[src/design/tle_pkg.sv]
// Package with the types and constants of the terminal line editor.
`timescale 1ns / 1ps
`default_nettype none

package tle_pkg;

    localparam int LINE_BYTES_DEF = 64;
    localparam int BUF_SIZE_W     = 7;
    localparam logic [BUF_SIZE_W-1:0] BUF_SIZE_RESET = 7'd64;
    localparam logic [BUF_SIZE_W-1:0] LINE_RESERVE   = 7'd2;

    localparam logic [1:0] ACT_CHAR = 2'd0;
    localparam logic [1:0] ACT_INIT = 2'd1;
    localparam logic [1:0] ACT_DONE = 2'd2;

    localparam logic [3:0] RESP_NONE     = 4'd0;
    localparam logic [3:0] RESP_ECHO     = 4'd1;
    localparam logic [3:0] RESP_HASH     = 4'd2;
    localparam logic [3:0] RESP_RUBOUT   = 4'd3;
    localparam logic [3:0] RESP_BELL     = 4'd4;
    localparam logic [3:0] RESP_CANCEL   = 4'd5;
    localparam logic [3:0] RESP_NEWLINE  = 4'd6;
    localparam logic [3:0] RESP_STARTUP  = 4'd7;
    localparam logic [3:0] RESP_PROMPT   = 4'd8;
    localparam logic [3:0] RESP_ABORT    = 4'd9;

    localparam logic [7:0] CH_NUL   = 8'h00;
    localparam logic [7:0] CH_BS    = 8'h08;
    localparam logic [7:0] CH_TAB   = 8'h09;
    localparam logic [7:0] CH_LF    = 8'h0A;
    localparam logic [7:0] CH_CR    = 8'h0D;
    localparam logic [7:0] CH_CAN   = 8'h18;
    localparam logic [7:0] CH_SPACE = 8'h20;
    localparam logic [7:0] CH_DEL   = 8'h7F;
    localparam logic [7:0] CH_HASH  = 8'h23;

    typedef enum logic [1:0] {
        MODE_INITIAL,
        MODE_EDIT,
        MODE_PROCESS
    } t_mode;

    typedef enum logic [1:0] {
        ST_IDLE,
        ST_READ,
        ST_LOAD
    } t_state;

    typedef struct packed {
        logic [1:0] action;
        logic [7:0] char_in;
    } t_in_item;

    typedef struct packed {
        logic [3:0] response;
        logic [7:0] echo_char;
        logic [5:0] rubout_count;
        logic       line_ready;
        logic [7:0] line_char;
        logic       line_char_valid;
        logic [5:0] line_length;
        logic       line_done;
    } t_out_item;

endpackage

`default_nettype wire

[src/design/tle_ram.sv]
// Generic single-port-write, single-port-read RAM with a registered read.
`timescale 1ns / 1ps
`default_nettype none

module tle_ram #(
    parameter int WIDTH = 8,
    parameter int DEPTH = 64
) (
    input  wire logic                     i_clk,
    input  wire logic                     i_we,
    input  wire logic [$clog2(DEPTH)-1:0] i_waddr,
    input  wire logic [WIDTH-1:0]         i_wdata,
    input  wire logic                     i_re,
    input  wire logic [$clog2(DEPTH)-1:0] i_raddr,
    output logic      [WIDTH-1:0]         o_rdata
);

    logic [WIDTH-1:0] r_mem [DEPTH];
    logic [WIDTH-1:0] r_rdata;

    always_ff @(posedge i_clk) begin
        if (i_we) begin
            r_mem[i_waddr] <= i_wdata;
        end
        if (i_re) begin
            r_rdata <= r_mem[i_raddr];
        end
    end

    assign o_rdata = r_rdata;

endmodule

`default_nettype wire

[src/design/terminal_line_editor.sv]
// Top level of the terminal line editor.
// An accepted input's response is registered in the next cycle; the first line character
// passes ST_READ and ST_LOAD. One input per cycle is accepted while o_in_stall is low; a line
// feed reads each character via ST_READ then ST_LOAD, as the RAM read is registered.
// Reset clears mode, count, buffer size (to 64) and the output valid flag.
// The line store has no clearing pass; only written entries are ever read.
`timescale 1ns / 1ps
`default_nettype none

module terminal_line_editor #(
    parameter int LINE_BYTES = tle_pkg::LINE_BYTES_DEF
) (
    input  wire logic                 i_clk,
    input  wire logic                 i_rst_n,
    input  wire logic                 i_cfg_we,
    input  wire logic [6:0]           i_cfg_wdata,
    input  wire logic                 i_in_valid,
    output logic                      o_in_stall,
    input  wire tle_pkg::t_in_item    i_in_data,
    output logic                      o_out_valid,
    input  wire logic                 i_out_stall,
    output tle_pkg::t_out_item        o_out_data
);

    import tle_pkg::*;

    localparam int AW = $clog2(LINE_BYTES);

    t_state                r_state, n_state;
    t_mode                 r_mode, n_mode;
    logic [AW-1:0]         r_count, n_count;
    logic [AW-1:0]         r_idx, n_idx;
    logic [BUF_SIZE_W-1:0] r_buf_size;
    logic                  r_out_valid, n_out_valid;
    t_out_item             r_out, n_out;

    logic                  out_free;
    logic                  accept;
    logic [BUF_SIZE_W-1:0] eff_size;
    logic [BUF_SIZE_W-1:0] cap;
    logic                  has_room;
    logic                  printable;
    logic                  ram_we;
    logic [7:0]            ram_wdata;
    logic                  ram_re;
    logic [7:0]            ram_rdata;
    t_out_item             res;

    tle_ram #(
        .WIDTH(8),
        .DEPTH(LINE_BYTES)
    ) u_line_store (
        .i_clk  (i_clk),
        .i_we   (ram_we),
        .i_waddr(r_count),
        .i_wdata(ram_wdata),
        .i_re   (ram_re),
        .i_raddr(r_idx),
        .o_rdata(ram_rdata)
    );

    assign out_free   = !r_out_valid || !i_out_stall;
    assign o_in_stall = (r_state != ST_IDLE) || !out_free;
    assign accept     = i_in_valid && !o_in_stall;

    assign eff_size  = (r_buf_size > BUF_SIZE_W'(LINE_BYTES)) ?
                       BUF_SIZE_W'(LINE_BYTES) : r_buf_size;
    assign cap       = (eff_size < LINE_RESERVE) ? '0 : eff_size - LINE_RESERVE;
    assign has_room  = BUF_SIZE_W'(r_count) < cap;
    assign printable = (i_in_data.char_in == CH_TAB) ||
                       (i_in_data.char_in inside {[CH_SPACE:CH_DEL]});

    always_ff @(posedge i_clk) begin
        if (!i_rst_n) begin
            r_state     <= ST_IDLE;
            r_mode      <= MODE_INITIAL;
            r_count     <= '0;
            r_idx       <= '0;
            r_buf_size  <= BUF_SIZE_RESET;
            r_out_valid <= 1'b0;
        end else begin
            r_state     <= n_state;
            r_mode      <= n_mode;
            r_count     <= n_count;
            r_idx       <= n_idx;
            r_out_valid <= n_out_valid;
            if (i_cfg_we) begin
                r_buf_size <= i_cfg_wdata;
            end
        end
    end

    always_ff @(posedge i_clk) begin
        r_out <= n_out;
    end

    always_comb begin
        n_state     = r_state;
        n_mode      = r_mode;
        n_count     = r_count;
        n_idx       = r_idx;
        n_out_valid = r_out_valid && i_out_stall;
        n_out       = r_out;
        ram_we      = 1'b0;
        ram_wdata   = i_in_data.char_in;
        ram_re      = 1'b0;
        res         = '0;
        res.line_done = 1'b1;

        case (r_state)
            ST_IDLE: begin
                if (accept) begin
                    case (i_in_data.action)
                        ACT_INIT: begin
                            if (r_mode == MODE_INITIAL) begin
                                n_mode       = MODE_EDIT;
                                n_count      = '0;
                                res.response = RESP_STARTUP;
                            end
                        end
                        ACT_DONE: begin
                            if (r_mode == MODE_PROCESS) begin
                                n_mode       = MODE_EDIT;
                                n_count      = '0;
                                res.response = RESP_PROMPT;
                            end
                        end
                        ACT_CHAR: begin
                            if (r_mode == MODE_PROCESS && i_in_data.char_in == CH_CAN) begin
                                res.response = RESP_ABORT;
                            end else if (r_mode == MODE_EDIT) begin
                                case (i_in_data.char_in)
                                    CH_NUL, CH_CR: begin
                                        res.response = RESP_NONE;
                                    end
                                    CH_LF: begin
                                        n_mode = MODE_PROCESS;
                                        if (r_count == '0) begin
                                            res.response   = RESP_NEWLINE;
                                            res.line_ready = 1'b1;
                                        end else begin
                                            n_idx   = '0;
                                            n_state = ST_READ;
                                        end
                                    end
                                    CH_BS: begin
                                        if (r_count != '0) begin
                                            n_count      = r_count - AW'(1);
                                            res.response = RESP_RUBOUT;
                                        end else begin
                                            res.response = RESP_BELL;
                                        end
                                    end
                                    CH_CAN: begin
                                        n_count          = '0;
                                        res.response     = RESP_CANCEL;
                                        res.rubout_count = 6'(r_count);
                                    end
                                    default: begin
                                        if (!has_room) begin
                                            res.response = RESP_BELL;
                                        end else if (printable) begin
                                            ram_we        = 1'b1;
                                            n_count       = r_count + AW'(1);
                                            res.response  = RESP_ECHO;
                                            res.echo_char = i_in_data.char_in;
                                        end else begin
                                            ram_we       = 1'b1;
                                            ram_wdata    = CH_HASH;
                                            n_count      = r_count + AW'(1);
                                            res.response = RESP_HASH;
                                        end
                                    end
                                endcase
                            end
                        end
                        default: begin
                            res.response = RESP_NONE;
                        end
                    endcase
                    if (n_state == ST_IDLE) begin
                        n_out_valid = 1'b1;
                        n_out       = res;
                    end
                end
            end
            ST_READ: begin
                ram_re  = 1'b1;
                n_state = ST_LOAD;
            end
            ST_LOAD: begin
                if (out_free) begin
                    res.response        = (r_idx == '0) ? RESP_NEWLINE : RESP_NONE;
                    res.line_ready      = 1'b1;
                    res.line_char       = ram_rdata;
                    res.line_char_valid = 1'b1;
                    res.line_length     = 6'(r_count);
                    res.line_done       = (r_idx + AW'(1)) == r_count;
                    n_out_valid         = 1'b1;
                    n_out               = res;
                    if (res.line_done) begin
                        n_state = ST_IDLE;
                    end else begin
                        n_idx   = r_idx + AW'(1);
                        n_state = ST_READ;
                    end
                end
            end
            default: begin
                n_state = ST_IDLE;
            end
        endcase
    end

    assign o_out_valid = r_out_valid;
    assign o_out_data  = r_out;

endmodule

`default_nettype wire

[config.mk]
export PLATFORM = sky130hd
export DESIGN_NAME = terminal_line_editor
export DESIGN_NICKNAME = d
export VERILOG_FILES = /design/src/design/tle_pkg.sv /design/src/design/tle_ram.sv /design/src/design/terminal_line_editor.sv
export SDC_FILE = /design/constraint.sdc
export NUM_CORES = 1
export LEC_CHECK = 0
export BUFFER_PORTS_ARGS = -buffer_cell sky130_fd_sc_hd__buf_2
export CAP_MARGIN = 20
export CORE_ASPECT_RATIO = 1.5
export CORE_MARGIN = 1
export CORE_UTILIZATION = 45
export CTS_CLUSTER_SIZE = 20
export DETAILED_ROUTE_END_ITERATION = 8
export PLACE_DENSITY = 0.72
export REMOVE_ABC_BUFFERS = 1
export SYNTH_ARGS = -nofsm -noshare
export SYNTH_HDL_FRONTEND = slang
export SYNTH_SLANG_ARGS = --single-unit
export TNS_END_PERCENT = 100
[constraint.sdc]
create_clock -name i_clk -period 7.6 [get_ports i_clk]
set_input_delay 0.38 -clock i_clk [delete_from_list [all_inputs] [get_ports i_clk]]
set_output_delay 0.38 -clock i_clk [all_outputs]
set_load 0.02 [all_outputs]
# ---- Word-level counts from Yosys, hierarchy flattened
# Memory sizes are Yosys's and may differ from the RTL's. A register that Yosys moved wholly into a read port is not among the register bits.
# Index checks and enable logic that the tools add are counted.
dict set report op_classes {
  addsub 4
  order_cmp 5
  n_eq_ne 29
  muxes 81
  reduce_logical 30
}
# op count
set op_table {}
lappend op_table {{2-to-1 mux 35 bit} 3}
lappend op_table {{2-to-1 mux 6 bit} 15}
lappend op_table {{2-to-1 mux 8 bit} 11}
lappend op_table {{case mux 35 bit (2 select lines)} 1}
lappend op_table {{case mux 6 bit (3 select lines)} 2}
lappend op_table {{equality test 8 x 4 -> 1 bit, second input constant} 4}
lappend op_table {{2-to-1 mux 15 bit} 2}
lappend op_table {{2-to-1 mux 2 bit} 15}
lappend op_table {{inequality test 2 bit, second input constant} 12}
lappend op_table {{2-to-1 mux 19 bit} 1}
lappend op_table {{2-to-1 mux 1 bit} 16}
lappend op_table {{2-to-1 mux 3 bit} 5}
lappend op_table {{2-to-1 mux 7 bit} 2}
lappend op_table {{adder 6 x 1 -> 6 bit, second input constant} 2}
lappend op_table {{logical NOT 6 bit} 2}
lappend op_table {{case mux 2 bit (3 select lines)} 2}
lappend op_table {{case mux 3 bit (4 select lines)} 1}
lappend op_table {{case mux 4 bit (3 select lines)} 1}
lappend op_table {{case mux 6 bit (2 select lines)} 1}
lappend op_table {{AND reduction 10 bit} 1}
lappend op_table {{AND reduction 9 bit} 1}
lappend op_table {{equality test 8 x 5 -> 1 bit, second input constant} 1}
lappend op_table {{greater-or-equal comparator 8 x 6 -> 1 bit, second input constant} 1}
lappend op_table {{<= comparator 8 x 7 -> 1 bit, second input constant} 1}
lappend op_table {{27 further kinds} 46}
dict set report totals {
  ff_bits 59
  ramBits 512
  input_bits 22
  output_inout_bits 37
  wordCells 164
  n_memories 1
}
# name words width rd rd_ports_with_merged_regs write_ports line_no
set memory_table {}
lappend memory_table {u_line_store.r_mem 64 8 1 1 1 tle_ram.sv:18} ;# logic [WIDTH-1:0] r_mem [DEPTH];

# ---- Depth between registers and ports, before layout
dict set report depth {
  depth_word 14
  ltp_mapped 15
  mapped_depth_nobuf 13
}

# ---- Cells and area by module
# Synthesis repeated with hierarchy kept, for this count alone.
dict set report unflattened {
  cells_unflattened 1316
  area_unflattened_um2 23681.5
}
# mod instances cells_per_inst area_each_um2 seq_area_each_um2
set modules_own_cells {}
lappend modules_own_cells {tle_ram 1 972 20270.7 15615.0}
lappend modules_own_cells {terminal_line_editor 1 344 3410.8 1531.5}

# ---- Least setup slack after synthesis
# No wires, ideal clock.
dict set report synth_path {
  path_kind {register to register}
  startpoint {register r_buf_size[6]}
  endpoint {memory u_line_store.r_mem[0][0], data pin}
  setup_ns 0.518
  arrival_time_ns 4.507
  t_required_ns 7.082
  setup_slack_ns 2.575
  path_stages_with_launch 14
  path_buffers 2
  synth_period_minus_slack_ns 5.025
  path_cell_list {dfxtp_1 > clkbuf_1 > nand2b_1 > ha_1 > nand2b_1 > or4_1 > o21ai_0 > ha_1 > a2111oi_0 > o21ai_1 > o21ai_4 > nand4_2 > buf_2 > o21ai_1}
}
dict set report synth_between {
  elab_chain_len 12
  elab_cells_between_ends 13
  classes_between {add/sub: 1; order compare: 3; mux: 9}
}
# element line_no
set synth_rtl {}
lappend synth_rtl {{from (decl)} terminal_line_editor.sv:33} ;# logic [BUF_SIZE_W-1:0] r_buf_size;
lappend synth_rtl {{from (signal assigned)} terminal_line_editor.sv:88} ;# r_buf_size <= i_cfg_wdata;
lappend synth_rtl {{> comparator 7 bit} terminal_line_editor.sv:66} ;# assign eff_size = (r_buf_size > BUF_SIZE_W'(LINE_BYTES)) ?
lappend synth_rtl {{2-to-1 mux 7 bit (*)} terminal_line_editor.sv:66}
lappend synth_rtl {{subtractor 7 x 2 -> 7 bit / < comparator 7 x 2 -> 1 bit (equally long branches)} terminal_line_editor.sv:68} ;# assign cap = (eff_size < LINE_RESERVE) ? '0 : eff_size - LINE_RESERVE;
lappend synth_rtl {{2-to-1 mux 7 bit (*)} terminal_line_editor.sv:68}
lappend synth_rtl {{< comparator 6 x 7 -> 1 bit (*)} terminal_line_editor.sv:69} ;# assign has_room = BUF_SIZE_W'(r_count) < cap;
lappend synth_rtl {{2-to-1 mux 8 bit (*)} terminal_line_editor.sv:160} ;# if (!has_room) begin
lappend synth_rtl {{2-to-1 mux 8 bit (*)} terminal_line_editor.sv:132} ;# case (i_in_data.char_in)
lappend synth_rtl {{2-to-1 mux 8 bit (*)} terminal_line_editor.sv:131} ;# end else if (r_mode == MODE_EDIT) begin
lappend synth_rtl {{2-to-1 mux 8 bit (*)} terminal_line_editor.sv:129} ;# if (r_mode == MODE_PROCESS && i_in_data.char_in == CH_CAN) begin
lappend synth_rtl {{2-to-1 mux 8 bit (*)} terminal_line_editor.sv:113} ;# case (i_in_data.action)
lappend synth_rtl {{2-to-1 mux 8 bit (*)} terminal_line_editor.sv:112} ;# if (accept) begin
lappend synth_rtl {{2-to-1 mux 8 bit (*)} terminal_line_editor.sv:110} ;# case (r_state)
lappend synth_rtl {{named net ram_wdata[0]} terminal_line_editor.sv:44} ;# logic [7:0] ram_wdata;
lappend synth_rtl {{to (decl)} tle_ram.sv:18}
# Mark *: on every way through the listed nets, which the timed path passes. The rest lies on a longest branch.

# ---- Worst setup path in the final report
dict set report layout_path {
  startpoint {register r_buf_size[6]}
  endpoint {memory u_line_store.r_mem[4][2], enable pin}
}
dict set report layout_between {
  elab_chain_len 14
  elab_cells_between_ends 15
  classes_between {add/sub: 1; order compare: 3; mux: 11}
}
# element line_no
set layout_rtl {}
lappend layout_rtl {{> comparator 7 bit} terminal_line_editor.sv:66}
lappend layout_rtl {{2-to-1 mux 7 bit (*)} terminal_line_editor.sv:66}
lappend layout_rtl {{subtractor 7 x 2 -> 7 bit / < comparator 7 x 2 -> 1 bit (equally long branches)} terminal_line_editor.sv:68}
lappend layout_rtl {{2-to-1 mux 7 bit (*)} terminal_line_editor.sv:68}
lappend layout_rtl {{< comparator 6 x 7 -> 1 bit (*)} terminal_line_editor.sv:69}
lappend layout_rtl {{2-to-1 mux 1 bit (*)} terminal_line_editor.sv:160}
lappend layout_rtl {{2-to-1 mux 1 bit (*)} terminal_line_editor.sv:132}
lappend layout_rtl {{2-to-1 mux 1 bit (*)} terminal_line_editor.sv:131}
lappend layout_rtl {{2-to-1 mux 1 bit (*)} terminal_line_editor.sv:129}
lappend layout_rtl {{2-to-1 mux 1 bit (*)} terminal_line_editor.sv:113}
lappend layout_rtl {{2-to-1 mux 1 bit (*)} terminal_line_editor.sv:112}
lappend layout_rtl {{2-to-1 mux 1 bit (*)} terminal_line_editor.sv:110}
lappend layout_rtl {{2-to-1 mux 1 bit (*)} tle_ram.sv:22} ;# if (i_we) begin
lappend layout_rtl {{2-to-1 mux 1 bit (implied by the code) (*)} tle_ram.sv:23} ;# r_mem[i_waddr] <= i_wdata;
# Mark *: on every way between the ends. The rest lies on a longest branch, timed or not.

==> impl_metrics.json <==
{
  "status": "finished clean",
  "synth_area_um2": 23550,
  "drv_cap": 0,
  "fin_skew_ns": 0.02801,
  "power_switching_mw": 1.251,
  "antenna_found_initial": 0,
  "yosys.area.top_type": "edfxtp_1",
  "post-route-min-period_ns": 5.460,
  "gr-total-overflow": 0,
  "drc": 0,
  "ys_warn_count": 0,
  "path_cells": "nand2b_1, ha_1, nand2b_1, or4_1, o21ai_0, ha_1, a2111oi_0, o21ai_1, o21ai_4, nand4_4, buf_4, nor3_1",
  "end_kind": "flip-flop",
  "power_frac_comb": 0.022,
  "clock_path_buffers": 3,
  "ioPinCount": 59,
  "peakVddDrop_mv": 0.1893,
  "hold_path_class": "input pin to flip-flop",
  "first_iter_violations": 1182,
  "clk_pin_slew_ns": 0.06,
  "vias": 12110,
  "clock_sinks": 579,
  "numPortBuffers": 58,
  "cts_tree": "yes",
  "wirelength_um": 53340,
  "yosysSeqAreaShare": 0.7280,
  "cpMaxStageDelayCell": "nor3_1",
  "fp-row-count": 102,
  "setup_tns_ns": 0,
  "cp.arrival_ns": 5.65,
  "initial_core_util": 0.4557,
  "syn_to_final_growth_pct": 12.33,
  "grt.total_usage": 0.2042,
  "reg2reg_setup_slack_ns": 2.14,
  "slew_violations": 0,
  "num_antenna_cells": 0,
  "p_seq_frac": 0.552,
  "grt_pass1_wl_um": 79290,
  "rsz0062_at_grt": "no",
  "critPathMaxFanout": 40,
  "avgSynthCellArea_um2": 19.32,
  "ys_async_sr_fraction": 0,
  "vias_per_cell": 6.023,
  "synth-seq-cells": 579,
  "synth-edff-count": 555,
  "cts_hold_buf": 0,
  "switching_share": 0.1969,
  "worstSkewPairLatency_ns": 0.59,
  "routed-wl-met2_um": 28910,
  "drtPass1Iterations": 5,
  "pwr-share-clk": 0.426,
  "slew_headroom": 0.2362,
  "die-area_um2": 53270,
  "wl_met1_um": 18570,
  "synthFlopType": "edfxtp_1",
  "crit_required_ns": 7.79,
  "crit_type": "flip-flop to flip-flop",
  "maxUsedRoutingLayer": "met4",
  "ys_top_cells_by_count": "edfxtp_1, mux4_2, nor3_1, nand2_1, clkbuf_1",
  "yosysUniqueCellTypes": 68,
  "htreeDepth": 2,
  "grt_max_degree": 69,
  "place_hpwl_um": 32930,
  "synth_top_area_frac": 0.7076,
  "fin_util": 0.5118,
  "post_cts_buffers": 0,
  "die_w_um": 188.8,
  "gp_congestion": 0.8989,
  "drive_gt1_frac": 0.2772,
  "setup_viol": 0,
  "final-hold-violation-count": 0,
  "drt-wirelength-per-cell_um": 26.52,
  "period_share": 0.7184,
  "p_leak_nw": 8.214,
  "ant_nets": 0,
  "wl_met3_um": 3238,
  "final_nets": 1332,
  "synth_area_leaders": "edfxtp_1, mux4_2, dfxtp_1, nor3_1, nand2_1",
  "synth.most_common_cell": "edfxtp_1",
  "core_um2": 51690,
  "p_int_mw": 5.103,
  "first_global_vias": 12240,
  "cts_resized": 0,
  "tightest_slew_ns": 1.137,
  "max_stage_delay_ns": 0.93,
  "fmax_mhz": 183.1,
  "cts_buffers": 48,
  "start_kind": "flip-flop",
  "synthCells": 1219,
  "whs_ns": 0.05050,
  "ctsRootBufferMaster": "clkbuf_16",
  "die_h_um": 282.2,
  "p_per_area_nw_per_um2": 240.2
}
layout by cell type (no fill, tap or decap), types with 17 or more instances in the layout:
cell | synthesis | layout
edfxtp_1 | 555 | 555
mux4_2 | 160 | 160
buf_2 | 13 | 75
nor3_1 | 70 | 70
nand2_1 | 59 | 59
clkbuf_16 | 0 | 49
nor2_1 | 34 | 34
and2_1 | 29 | 28
dfxtp_1 | 24 | 19
a21oi_1 | 18 | 18
a22oi_1 | 17 | 17
sequential cells by signal (all words and copies together), names as in the netlist:
name / count
o_out_valid: 1
r_state: 2
r_idx: 6
u_line_store.r_mem: 512
r_mode: 2
r_buf_size: 7
r_count: 6
o_out_data: 35
u_line_store.o_rdata: 8
cell families after synthesis:
group,share of synthesized area
other cells,0.0001592
simple gates,0.05552
xor+xnor,0.005206
flops,0.7280
compound gates,0.02965
fa+ha+maj,0.007225
mux,0.1565
buf+inv,0.01774
through the flow:
step                worst slack [ns]  cell area (µm²)  total power [mW]  instances
finish                         2.140            26460             6.354       2011
global route                   1.657            26460             6.500       2011
CTS                            2.099            26280             6.387       1981
detailed placement             2.184            24540             3.721       1893
global placement               2.265            24540             3.720       1893
floorplan                     0.2984            23190             3.651       1145
critical path: cells and delay by family, from the launching register on:
family                     cells  cell delay [ns]
buffers and inverters          1             0.55
and+or+nand+nor                5             2.38
adders and majority gates      2             0.51
DFF                            1             0.49
AOI/OAI and AO/OA              4             1.11
final cells by class:
cell class,instances,area (µm²)
Inverter,16,60.06
Timing Repair Buffer,102,573.1
Clock buffer,54,1245
Sequential cell,579,17160
Clock inverter,34,495.5
Fill cell,4018,25230
Tap cell,676,845.8
Multi-Input combinational cell,550,6078
final timing paths:
check / start / endpoint / depth (start not counted)
setup / recovery: r_buf_size[6] / u_line_store.r_mem[4][2] / 12
hold / removal: i_cfg_wdata[6] / r_buf_size[6] / 3
setup reg to reg: r_buf_size[6] / u_line_store.r_mem[4][2] / 12
hold reg to reg: u_line_store.o_rdata[1] / o_out_data[9] / 1
power by group through the flow:
stage | Combinational, mW | Clock [mW] | Sequential, mW
floorplan | 0.0568 | 0 | 3.59
global placement | 0.140 | 0 | 3.58
detailed placement | 0.142 | 0 | 3.58
CTS | 0.143 | 2.74 | 3.51
global route | 0.151 | 2.84 | 3.51
finish | 0.141 | 2.70 | 3.51
metal layers:
metal | global-route usage | vias up
li1 | - | 5158
met1 | 0.2324 | 6226
met2 | 0.3752 | 592
met3 | 0.02605 | 137
met4 | 0.1040 | 0
met5 | 0 | -
Power figures use the tool's default switching activity.
